$ cat src/rtl/pne_pkg.sv
package pne_pkg;

    localparam int RADIUS = 4;
    localparam int MODES  = 2;
    localparam int SPAN   = 2 * RADIUS + 1;
    localparam int NCOEF  = SPAN * SPAN;
    localparam int CIW    = $clog2(NCOEF);
    localparam int SPW    = $clog2(SPAN + 1);
    localparam int WINW   = $clog2(SPAN);

    localparam logic CMD_COEF   = 1'b0;
    localparam logic CMD_SAMPLE = 1'b1;

    localparam logic REG_INV_GAIN_RE = 1'b0;
    localparam logic REG_INV_GAIN_IM = 1'b1;

    typedef logic signed [15:0] t_smp;
    typedef logic signed [17:0] t_cf;

    typedef struct packed {
        t_smp x_re;
        t_smp x_im;
        t_smp y_re;
        t_smp y_im;
    } t_pair;

    typedef struct packed {
        logic         shift;
        logic         term;
        logic [3:0]   dm;
        logic [3:0]   dn;
        logic         mode;
        logic         fin;
    } t_cmd;

    typedef struct packed {
        logic full;
        logic fin_done;
    } t_sts;

    function automatic logic signed [63:0] rshift(input logic signed [63:0] x,
                                                   input int s);
        logic signed [63:0] t;
        t = x + (64'sd1 <<< (s - 1));
        return t >>> s;
    endfunction

    function automatic logic signed [15:0] sat16(input logic signed [63:0] x,
                                                  output logic c);
        c = 1'b0;
        if (x > 64'sd32767) begin
            c = 1'b1;
            return 16'sh7fff;
        end
        if (x < -64'sd32768) begin
            c = 1'b1;
            return 16'sh8000;
        end
        return x[15:0];
    endfunction

endpackage

$ cat src/rtl/pne_ctrl.sv
module pne_ctrl (
    input  logic          i_clk,
    input  logic          i_rst_n,
    input  logic          i_start,
    input  logic          i_out_busy,
    input  pne_pkg::t_sts i_sts,
    output pne_pkg::t_cmd o_cmd,
    output logic          o_ready
);
    typedef enum logic [3:0] {
        S_IDLE = 4'b0001,
        S_RUN  = 4'b0010,
        S_FIN  = 4'b0100,
        S_WAIT = 4'b1000
    } t_state;

    t_state r_state, n_state;
    logic [3:0] r_dm, n_dm, r_dn, n_dn;
    logic       r_mode, n_mode;
    logic [3:0] lim;
    logic [3:0] dmabs;

    assign dmabs = (r_dm >= 4'(pne_pkg::RADIUS)) ? r_dm - 4'(pne_pkg::RADIUS)
                                                 : 4'(pne_pkg::RADIUS) - r_dm;
    assign lim = 4'(pne_pkg::RADIUS) - dmabs;

    always_comb begin
        n_state = r_state;
        n_dm    = r_dm;
        n_dn    = r_dn;
        n_mode  = r_mode;
        o_cmd   = '0;
        o_cmd.dm   = r_dm;
        o_cmd.dn   = r_dn;
        o_cmd.mode = r_mode;
        o_ready = 1'b0;
        case (r_state)
            S_IDLE: begin
                o_ready = 1'b1;
                if (i_start) begin
                    o_cmd.shift = 1'b1;
                    n_state = S_RUN;
                    n_mode  = 1'b0;
                    n_dm    = 4'd0;
                    n_dn    = 4'(pne_pkg::RADIUS);
                end
            end
            S_RUN: begin
                if (!i_sts.full) begin
                    n_state = S_FIN;
                    n_mode  = 1'b0;
                end else begin
                    o_cmd.term = 1'b1;
                    if (r_dn == 4'(pne_pkg::RADIUS) + lim) begin
                        if (r_dm == 4'(2 * pne_pkg::RADIUS)) begin
                            n_dm = 4'd0;
                            n_dn = 4'(pne_pkg::RADIUS);
                            if (r_mode == 1'(pne_pkg::MODES - 1)) begin
                                n_state = S_FIN;
                                n_mode  = 1'b0;
                            end else begin
                                n_mode = r_mode + 1'b1;
                            end
                        end else begin
                            n_dm = r_dm + 4'd1;
                            n_dn = 4'(pne_pkg::RADIUS) -
                                   ((r_dm + 4'd1 >= 4'(pne_pkg::RADIUS))
                                    ? 4'(pne_pkg::RADIUS) - (r_dm + 4'd1 - 4'(pne_pkg::RADIUS))
                                    : r_dm + 4'd1);
                        end
                    end else begin
                        n_dn = r_dn + 4'd1;
                    end
                end
            end
            S_FIN: begin
                if (!i_out_busy) begin
                    o_cmd.fin = 1'b1;
                    n_state = S_WAIT;
                end
            end
            S_WAIT: begin
                if (i_sts.fin_done) begin
                    n_state = S_IDLE;
                end
            end
            default: n_state = S_IDLE;
        endcase
    end

    always_ff @(posedge i_clk) begin
        if (!i_rst_n) begin
            r_state <= S_IDLE;
            r_dm    <= '0;
            r_dn    <= '0;
            r_mode  <= 1'b0;
        end else begin
            r_state <= n_state;
            r_dm    <= n_dm;
            r_dn    <= n_dn;
            r_mode  <= n_mode;
        end
    end
endmodule

$ cat config.mk
export PLATFORM = sky130hd
export DESIGN_NAME = pne_ctrl
export DESIGN_NICKNAME = d
export VERILOG_FILES = /design/src/rtl/pne_pkg.sv /design/src/rtl/pne_ctrl.sv
export SDC_FILE = /design/constraint.sdc
export NUM_CORES = 1
export LEC_CHECK = 0
export BUFFER_PORTS_ARGS = -buffer_cell sky130_fd_sc_hd__buf_2
export CAP_MARGIN = 20
export CORE_UTILIZATION = 59
export CTS_CLUSTER_DIAMETER = 200
export DETAILED_ROUTE_END_ITERATION = 8
export PLACE_DENSITY = 0.83
export REMOVE_ABC_BUFFERS = 1
export SYNTH_ARGS = -nofsm -noshare
export SYNTH_HDL_FRONTEND = slang
export SYNTH_SLANG_ARGS = --single-unit
$ cat constraint.sdc
create_clock -name i_clk -period 4.4 [get_ports i_clk]
set_input_delay 0.22 -clock i_clk [delete_from_list [all_inputs] [get_ports i_clk]]
set_output_delay 0.22 -clock i_clk [all_outputs]
set_load 0.03 [all_outputs]
After elaboration in Yosys (flattened, before gate mapping)
Cells that the tools add are included.
{ "totals": {"output_inout_bits": 13, "inputBits": 6, "register_bits": 13} }
{ "op_classes": {"n_lt_le_gt_ge": 2, "n_addsub": 10, "reduce_logical": 5, "muxes": 33, "eq_ne": 14} }
{ "op_table": {"columns": ["cell", "count"], "rows": [
  ["$mux W4", 17],
  ["$pmux W4 S2", 2],
  ["$pmux W4 S4", 1],
  ["$sub A3 B4 Y4 const A", 4],
  ["$mux W1", 12],
  ["$ne A2 B2 Y1 const B", 5],
  ["$ne A3 B3 Y1 const B", 3],
  ["$add A4 B1 Y4 const B", 2],
  ["$eq A4 B4 Y1 const B", 2],
  ["$ge A4 B3 Y1 const B", 2],
  ["$reduce_and A4 Y1", 2],
  ["$sub A4 B3 Y4 const B", 2],
  ["$reduce_and A6 Y1", 1],
  ["$add A3 B4 Y4 const A", 1],
  ["$eq A4 B1 Y1 const B", 1],
  ["$eq A4 B2 Y1 const B", 1],
  ["$eq A4 B3 Y1 const B", 1],
  ["$eq A4 B4 Y1", 1],
  ["$reduce_and A3 Y1", 1],
  ["$pmux W1 S2", 1],
  ["$reduce_bool A2 Y1", 1],
  ["$add A1 B1 Y1 const B", 1]
]} }

Longest topological paths before layout
Gate-level depths: netlist of run 1.
{ "depth": {"ltp_word": 9, "ltp_mapped": 11} }

Worst setup path after synthesis of run 1
No wires, ideal clock.
{ "synth_path": {"kind": "register to register", "startpoint": "register r_dm[0]", "endpoint": "register r_dm[2]", "t_arrival_ns": 2.908, "n_path_buf": 1, "period_less_slack_ns": 2.977, "stages_incl_launch_ff": 12, "slack_ns": 1.423, "setup_time_ns": 0.069, "required_ns": 4.331, "cell_sequence": "dfxtp_1 -> clkbuf_1 -> inv_1 -> ha_1 -> mux2i_1 -> ha_1 -> xnor2_1 -> xnor2_1 -> nor3_4 -> a31oi_4 -> or4_1 -> o21ai_1"} }
{ "synth_via": {"elab_chain_len": 7, "word_cells_on_any_way": 15, "cone_classes": "add/sub: 5; order compare: 1; eq/ne: 3; mux: 5; reduce/logical: 1"} }
{ "synth_rtl": {"columns": ["element", "line", "rtl"], "rows": [
  ["start: declaration", "pne_ctrl.sv:18", "logic [3:0] r_dm, n_dm, r_dn, n_dn;"],
  ["start signal: assignment", "pne_ctrl.sv:99", "r_dm <= n_dm;"],
  ["$sub A3 B4 Y4 (tied with other cells)", "pne_ctrl.sv:24", ": 4'(pne_pkg::RADIUS) - r_dm;"],
  ["$mux W4", "pne_ctrl.sv:23", "assign dmabs = (r_dm >= 4'(pne_pkg::RADIUS)) ? r_dm - 4'(pne_pkg::RADIUS)"],
  ["$sub A3 B4 Y4", "pne_ctrl.sv:25", "assign lim = 4'(pne_pkg::RADIUS) - dmabs;"],
  ["$add A3 B4 Y4", "pne_ctrl.sv:54", "if (r_dn == 4'(pne_pkg::RADIUS) + lim) begin"],
  ["$eq A4 B4 Y1", "pne_ctrl.sv:54", null],
  ["$ne A2 B2 Y1 (no source line)", null, null],
  ["$reduce_and A4 Y1 (no source line)", null, null]
]} }
Several ways; a longest one is shown, not always the timed one. The select of a mux whose other input is x is not followed.
A chain may end at the register's enable or synchronous reset.

Worst setup path after layout of run 1
Ends and elaborated chain as after synthesis.

==> metrics.md, run 1 <==
| Metric | Value |
|---|---|
| IO buf count | 18 |
| Worst R2R Start | r_dm[0] |
| Worst Clk Skew | 0.007283 ns |
| Status | completed |
| Share of cells above drive strength 1 | 21.71% |
| Cell with the largest stage delay on the worst path | dfxtp_1 |
| Setup Buffers After CTS | 0 |
| Final instance area | 1230 um2 |
| Critical path type | register to register |
| Fin. Hold Viols | 0 |
| First-pass GRT wire length | 3.774 mm |
| Placement Cell Area | 1204 um2 |
| Inserted Clock Buffers | 3 |
| CP startpoint | r_dm[0] |
| Pin count of the biggest net entering global routing | 19 |
| Fillers | 162 |
| Core region area | 1764 um2 |
| Clock Path Buffers | 2 |
| Drt drc | 0 |
| F_max | 0.3451 GHz |
| Std-Cell Rows | 15 |
| Synth top area cells | dfxtp_1, o21ai_0, ha_1 |
| Pre-antenna DRT Iters | 4 |
| Finish-stage setup viols | 0 |
| Synthesized area | 1136 um2 |
| Placed cells | 173 |
| DR vias | 1043 |
| Full die area | 2105 um2 |
| Area of the multi-input gates | 795.8 um2 |
| Clk sinks | 13 |
| Reg-to-Reg End | r_dm[2] |
| Post-synth EDFFs | 0 |
| Final Max Tran Viols | 0 |
| Cells after synthesis | 139 |
| Worst skew pair latency | 0.27 ns |
| Setup WS post-layout | 1.502 ns |
| H-tree levels | 1 |
| Wire per inst | 13.03 um |
| Final TNS setup | 0 ns |
| DP HPWL | 1.765 mm |
| Endpoint type of the worst setup path | register |
| NumNets Final | 163 |
| Setup crit end | r_dm[2] |
| Top cell type's share of synthesized area | 22.91% |
| Register Area | 260.3 um2 |
| CP required | 4.60 ns |
| DRT Wirelength | 2.307 mm |
| Worst Setup Start Kind | register |
| Worst slew margin | 66.83% |
| FFs w/ async S/R, synth | 0% |
| 1st-iter DRT viols | 26 |
| All-Layer GR Usage | 24.59% |
| R2R setup slack | 1.50 ns |
| Post-CTS sizing | 0 |
| Synth warnings | 0 |
| Placer congestion estimate | 0.8443 |
| Top cells by count, synth | dfxtp_1, nand2_1, o21ai_0, nand3_1, inv_1 |
| Die Y | 45.88 um |
| Overflow after GRT | 0 |
| Worst Reg2Reg Path Length in Cells | 10 |
| Area Overhead vs Synth | 8.260% |
| Detail Route Antenna Nets | 0 |
| Cell variety after synth | 47 |
| Vias in the first global route | 849 |
| Vias per std cell | 5.893 |
| Die Width | 45.88 um |
| RSZ-0062 raised after global routing | no |
| Worst-path cell chain | inv_1 -> ha_1 -> mux2i_1 -> ha_1 -> xnor2_1 -> xnor2_1 -> nor3_4 -> a31oi_4 -> or4_1 -> o21ai_1 |
| CTS tree | built |
| PwrDens | 352.0 nW/um2 |
| Clock root buffer | clkbuf_4 |
| Register area share after synthesis | 22.91% |
| Fin cells | 177 |
| Commonest register cell after synthesis | dfxtp_1 |
| Worst-Margin Slew | 0.4969 ns |
| Arrival @ worst endpoint | 3.10 ns |
| Cts hold-fix bufs | 0 |
| Initial antenna violation count | 0 |
| Antenna diodes | 0 |
| MaxCap Viol Count | 0 |
| Pre-CTS WS | 1.498 ns |
| Maximum VDD drop | 257.6 uV |
| Starting density of the core | 64.40% |
| IO Count | 19 |
| CP Max Fanout | 15 |
| Seq cells post-synth | 13 |
| Post-synth top area cell | dfxtp_1 |
| CTS clk-pin slew, worst paths | 0.08 ns |
| Post-Syn Area per Cell | 8.173 um2 |
| Fin crit period | 2.898 ns |
| Final Cycle Share | 65.86% |
| Critical Path Max Stage Delay | 0.59 ns |
| Hold crit path type | input port to register |
| P_leak | 0.5037 nW |
## layer usage
layer / vias up / GRT usage [%] / routed length [um]
li1: 533 / - / -
met1: 482 / 35.48 / 1161
met2: 26 / 37.46 / 1012
met3: 2 / 4.762 / 120
met4: 0 / 5.294 / 12
met5: - / 0 / 0
## metrics by stage
stage / hold slack, ns / utilization, % / power [mW]
final: 0.2727 / 69.72 / 0.4329
after detailed placement: 0.4804 / 68.23 / 0.3588
after CTS: 0.2708 / 69.72 / 0.4313
after global routing: 0.2830 / 69.72 / 0.4594
after global placement: 0.4727 / 68.23 / 0.3546
after floorplan: 0.2918 / - / 0.3156
## cell usage in the layout (no fill, tap or decap), types with 5 or more instances in the layout
cell type / synthesis / layout
a21oi_1: 6 / 6
buf_2: 1 / 18
dfxtp_1: 13 / 13
inv_1: 7 / 7
nand2_1: 13 / 13
nand3_1: 8 / 8
nand3b_1: 5 / 5
o21ai_0: 13 / 13
## logic make-up after synthesis
group | share of synthesized area, %
AO/OA/AOI/OAI | 24.12
XOR/XNOR | 7.599
adder cells (fa/ha/maj) | 4.405
buffers and inverters | 7.049
flip-flops | 22.91
multiplexers | 4.846
AND/OR/NAND/NOR | 29.08
## state kept, by name, indices dropped and copies added (netlist names)
| signal | cells |
|---|---|
| r_dm | 4 |
| r_dn | 4 |
| r_state | 4 |
| r_mode | 1 |
## worst max-delay path: cells and delay by family (launching register included)
family,cells,cell delay (ns)
XOR/XNOR,2,0.30
flip-flops,1,0.59
adder cells (fa/ha/maj),2,0.63
AND/OR/NAND/NOR,2,0.79
buffers and inverters,1,0.15
multiplexers,1,0.11
AO/OA/AOI/OAI,2,0.25
## how the worst min path moves through the flow
| stage | from | cells after the start | endpoint | slack, ns |
|---|---|---|---|---|
| detailed placement | r_mode | 2 | r_mode | 0.48 |
| floorplan | i_rst_n | 1 | r_state[0] | 0.29 |
| CTS | i_rst_n | 2 | r_state[0] | 0.27 |
| finish | i_rst_n | 2 | r_state[0] | 0.27 |
| global route | i_rst_n | 2 | r_state[0] | 0.28 |
| global placement | r_mode | 2 | r_mode | 0.47 |
## final cells by class
cell class              instances  area share [%]
multi-input cells             110           64.70
inverters                       7           2.136
repair buffers                 18           7.325
flip-flops and latches         13           21.16
well taps                      25           2.543
clock buffers                   4           2.136
## power by group
part | switching (mW) | internal [mW] | leakage (nW)
Combinational | 0.122 | 0.0868 | 0.383
Sequential | 0.0227 | 0.128 | 0.106
Clock | 0.0384 | 0.0351 | 0.0150
Note: power is estimated with default switching activity, not from simulation.
==> inputs of run 2 (changes only) <==
- CORE_UTILIZATION: 59 -> 50
- PLACE_DENSITY: 0.83 -> 0.75
- clock period: 4.4 -> 2.53 ns (I/O delays scaled with it)
==> run 2 against run 1 <==
Against the previous run: largest power group unchanged; register-to-register slack lost 1.3 ns; cell area increased by 6.7%; non-clock buffer count is 9 higher; clock-buffer cell count stayed put; critical path depth decreased by 1; flip-flop and latch count unchanged.
==> metrics.md, run 2 (synthesis results as in run 1) <==
| Metric | Value |
|---|---|
| Final Cycle Share | 93.49% |
| Clock root buffer | clkbuf_4 |
| R2R setup slack | 0.16 ns |
| Clock Power Share | 16.9% |
| Std-Cell Rows | 16 |
| Die Y | 49.67 um |
| Commonest non-fill, non-tap cell in the layout | buf_2 |
| 1st-iter DRT viols | 33 |
| Placed cells | 181 |
| Fin cells | 188 |
| H-tree levels | 1 |
| Worst Clk Skew | 0.003881 ns |
| Final instance area | 1313 um2 |
| RSZ-0062 raised after global routing | no |
| Inserted Clock Buffers | 3 |
| Clk sinks | 13 |
| Setup WS post-layout | 0.1648 ns |
| Clock Path Buffers | 2 |
| Worst skew pair latency | 0.28 ns |
| First-pass GRT wire length | 4.526 mm |
| NumNets Final | 172 |
| Endpoint type of the worst setup path | register |
| Share of cells above drive strength 1 | 26.71% |
| Critical path type | register to register |
| F_max | 0.4228 GHz |
| Area Overhead vs Synth | 15.53% |
| Arrival @ worst endpoint | 2.58 ns |
| PwrDens | 610.5 nW/um2 |
| Fin. Hold Viols | 0 |
| Status | completed |
| Critical Path Max Stage Delay | 0.49 ns |
| CP required | 2.75 ns |
| DR vias | 1138 |
| Initial antenna violation count | 0 |
| DRT Wirelength | 2.753 mm |
| Most frequent cells in the layout | buf_2, nand2_1, o21ai_0, dfxtp_1, buf_4 |
| IO buf count | 18 |
| Placement Cell Area | 1251 um2 |
| Combinational share of power | 50.6% |
| Full die area | 2467 um2 |
| Hold crit path type | input port to register |
| Worst Setup Start Kind | register |
| Vias in the first global route | 1025 |
| Fin crit period | 2.365 ns |
| Die Width | 49.67 um |
| Placer congestion estimate | 0.8014 |
| CTS clk-pin slew, worst paths | 0.09 ns |
| Fin Hold WS | 0.1792 ns |
| Pre-antenna DRT Iters | 7 |
| Int Pwr | 0.4618 mW |
| Top Registers | r_dm: 4 flops, r_dn: 4 flops, r_state: 4 flops |
| Cts hold-fix bufs | 0 |
| Overflow after GRT | 0 |
| DP HPWL | 1.955 mm |
| Drt drc | 0 |
| Worst-path cell chain | inv_1 -> ha_4 -> mux2i_1 -> ha_1 -> xor2_1 -> nor3_4 -> a31oi_4 -> or4_1 -> o21ai_1 |
| MaxCap Viol Count | 0 |
| CP startpoint | r_dm[0] |
| Sw Ratio | 42.37% |
| CTS tree | built |
| Cell with the largest stage delay on the worst path | or4_1 |
| Worst R2R Start | r_dm[0] |
| Seq pwr share | 32.5% |
| Antenna diodes | 0 |
| Vias per std cell | 6.053 |
| P_leak | 0.5519 nW |
| Detail Route Antenna Nets | 0 |
| Maximum VDD drop | 348.8 uV |
| CP Max Fanout | 6 |
| Finish-stage setup viols | 0 |
| IO Count | 19 |
| Pin count of the biggest net entering global routing | 19 |
| Worst Reg2Reg Path Length in Cells | 9 |
| Pre-CTS WS | 0.04507 ns |
| Worst-Margin Slew | 0.5307 ns |
| Worst slew margin | 64.55% |
| Reg-to-Reg End | r_dm[2] |
| Sw Pwr | 0.3395 mW |
| All-Layer GR Usage | 23.86% |
| Setup crit end | r_dm[2] |
| Starting density of the core | 55.64% |
| Final Max Tran Viols | 0 |
| Core region area | 2042 um2 |
| Wire per inst | 14.64 um |
## run 2: what timing repair did
action / CTS / global route
setup buffers: 0 / 3
gates resized for setup: 0 / 1
setup endpoints to repair: 0 / 3
endpoints found under the hold margin: 0 / 0
## run 2: final cells by class
| class | count | area, um2 |
|---|---|---|
| Clock buffer | 4 | 26.28 |
| Fill cell | 191 | 729.5 |
| Inverter | 7 | 26.28 |
| Multi-Input combinational cell | 110 | 808.3 |
| Sequential cell | 13 | 260.3 |
| Tap cell | 27 | 33.78 |
| Timing Repair Buffer | 27 | 157.7 |
## run 2: metrics by stage
| step | utilization (%) | total power, mW | setup TNS (ns) |
|---|---|---|---|
| global placement | 61.27 | 0.6245 | 0 |
| global route | 64.28 | 0.8402 | 0 |
| detailed placement | 61.27 | 0.6363 | 0 |
| floorplan | - | 0.5489 | -1.397 |
| finish | 64.28 | 0.8013 | 0 |
| CTS | 62.56 | 0.7681 | 0 |
## run 2: how the worst min path moves through the flow
stage | cells past startpoint | start | slack, ns | end
2_1_floorplan | 1 | i_rst_n | 0.20 | r_state[0]
3_3_place_gp | 2 | i_rst_n | 0.46 | r_state[0]
3_5_place_dp | 2 | i_rst_n | 0.47 | r_state[0]
4_1_cts | 2 | i_rst_n | 0.18 | r_state[0]
5_1_grt | 2 | i_rst_n | 0.19 | r_state[0]
6_report | 2 | i_rst_n | 0.18 | r_state[0]
## run 2: layer usage
layer	wire length [um]	part of all wire, %	track usage, %	vias up
met4	53	1.9	9.524	0
met5	0	0	0	-
met3	148	5.4	4.938	8
li1	-	-	-	545
met1	1270	46	29.91	544
met2	1280	46	39.41	41
## run 2: worst max-delay path: cells and delay by family, from the launching register on
kind            cells  cell delay, ns
compound gates      2            0.23
xor+xnor            1            0.18
fa+ha+maj           2            0.54
buf+inv             1            0.09
flops               1            0.33
mux                 1            0.17
simple gates        2            0.76
## run 2: power by group through the flow
| stage | sequential, mW | clock, mW | combinational, mW |
|---|---|---|---|
| CTS | 0.260 | 0.135 | 0.373 |
| global placement | 0.263 | 0 | 0.361 |
| finish | 0.260 | 0.136 | 0.405 |
| detailed placement | 0.265 | 0 | 0.371 |
| floorplan | 0.272 | 0 | 0.277 |
| global route | 0.264 | 0.143 | 0.434 |
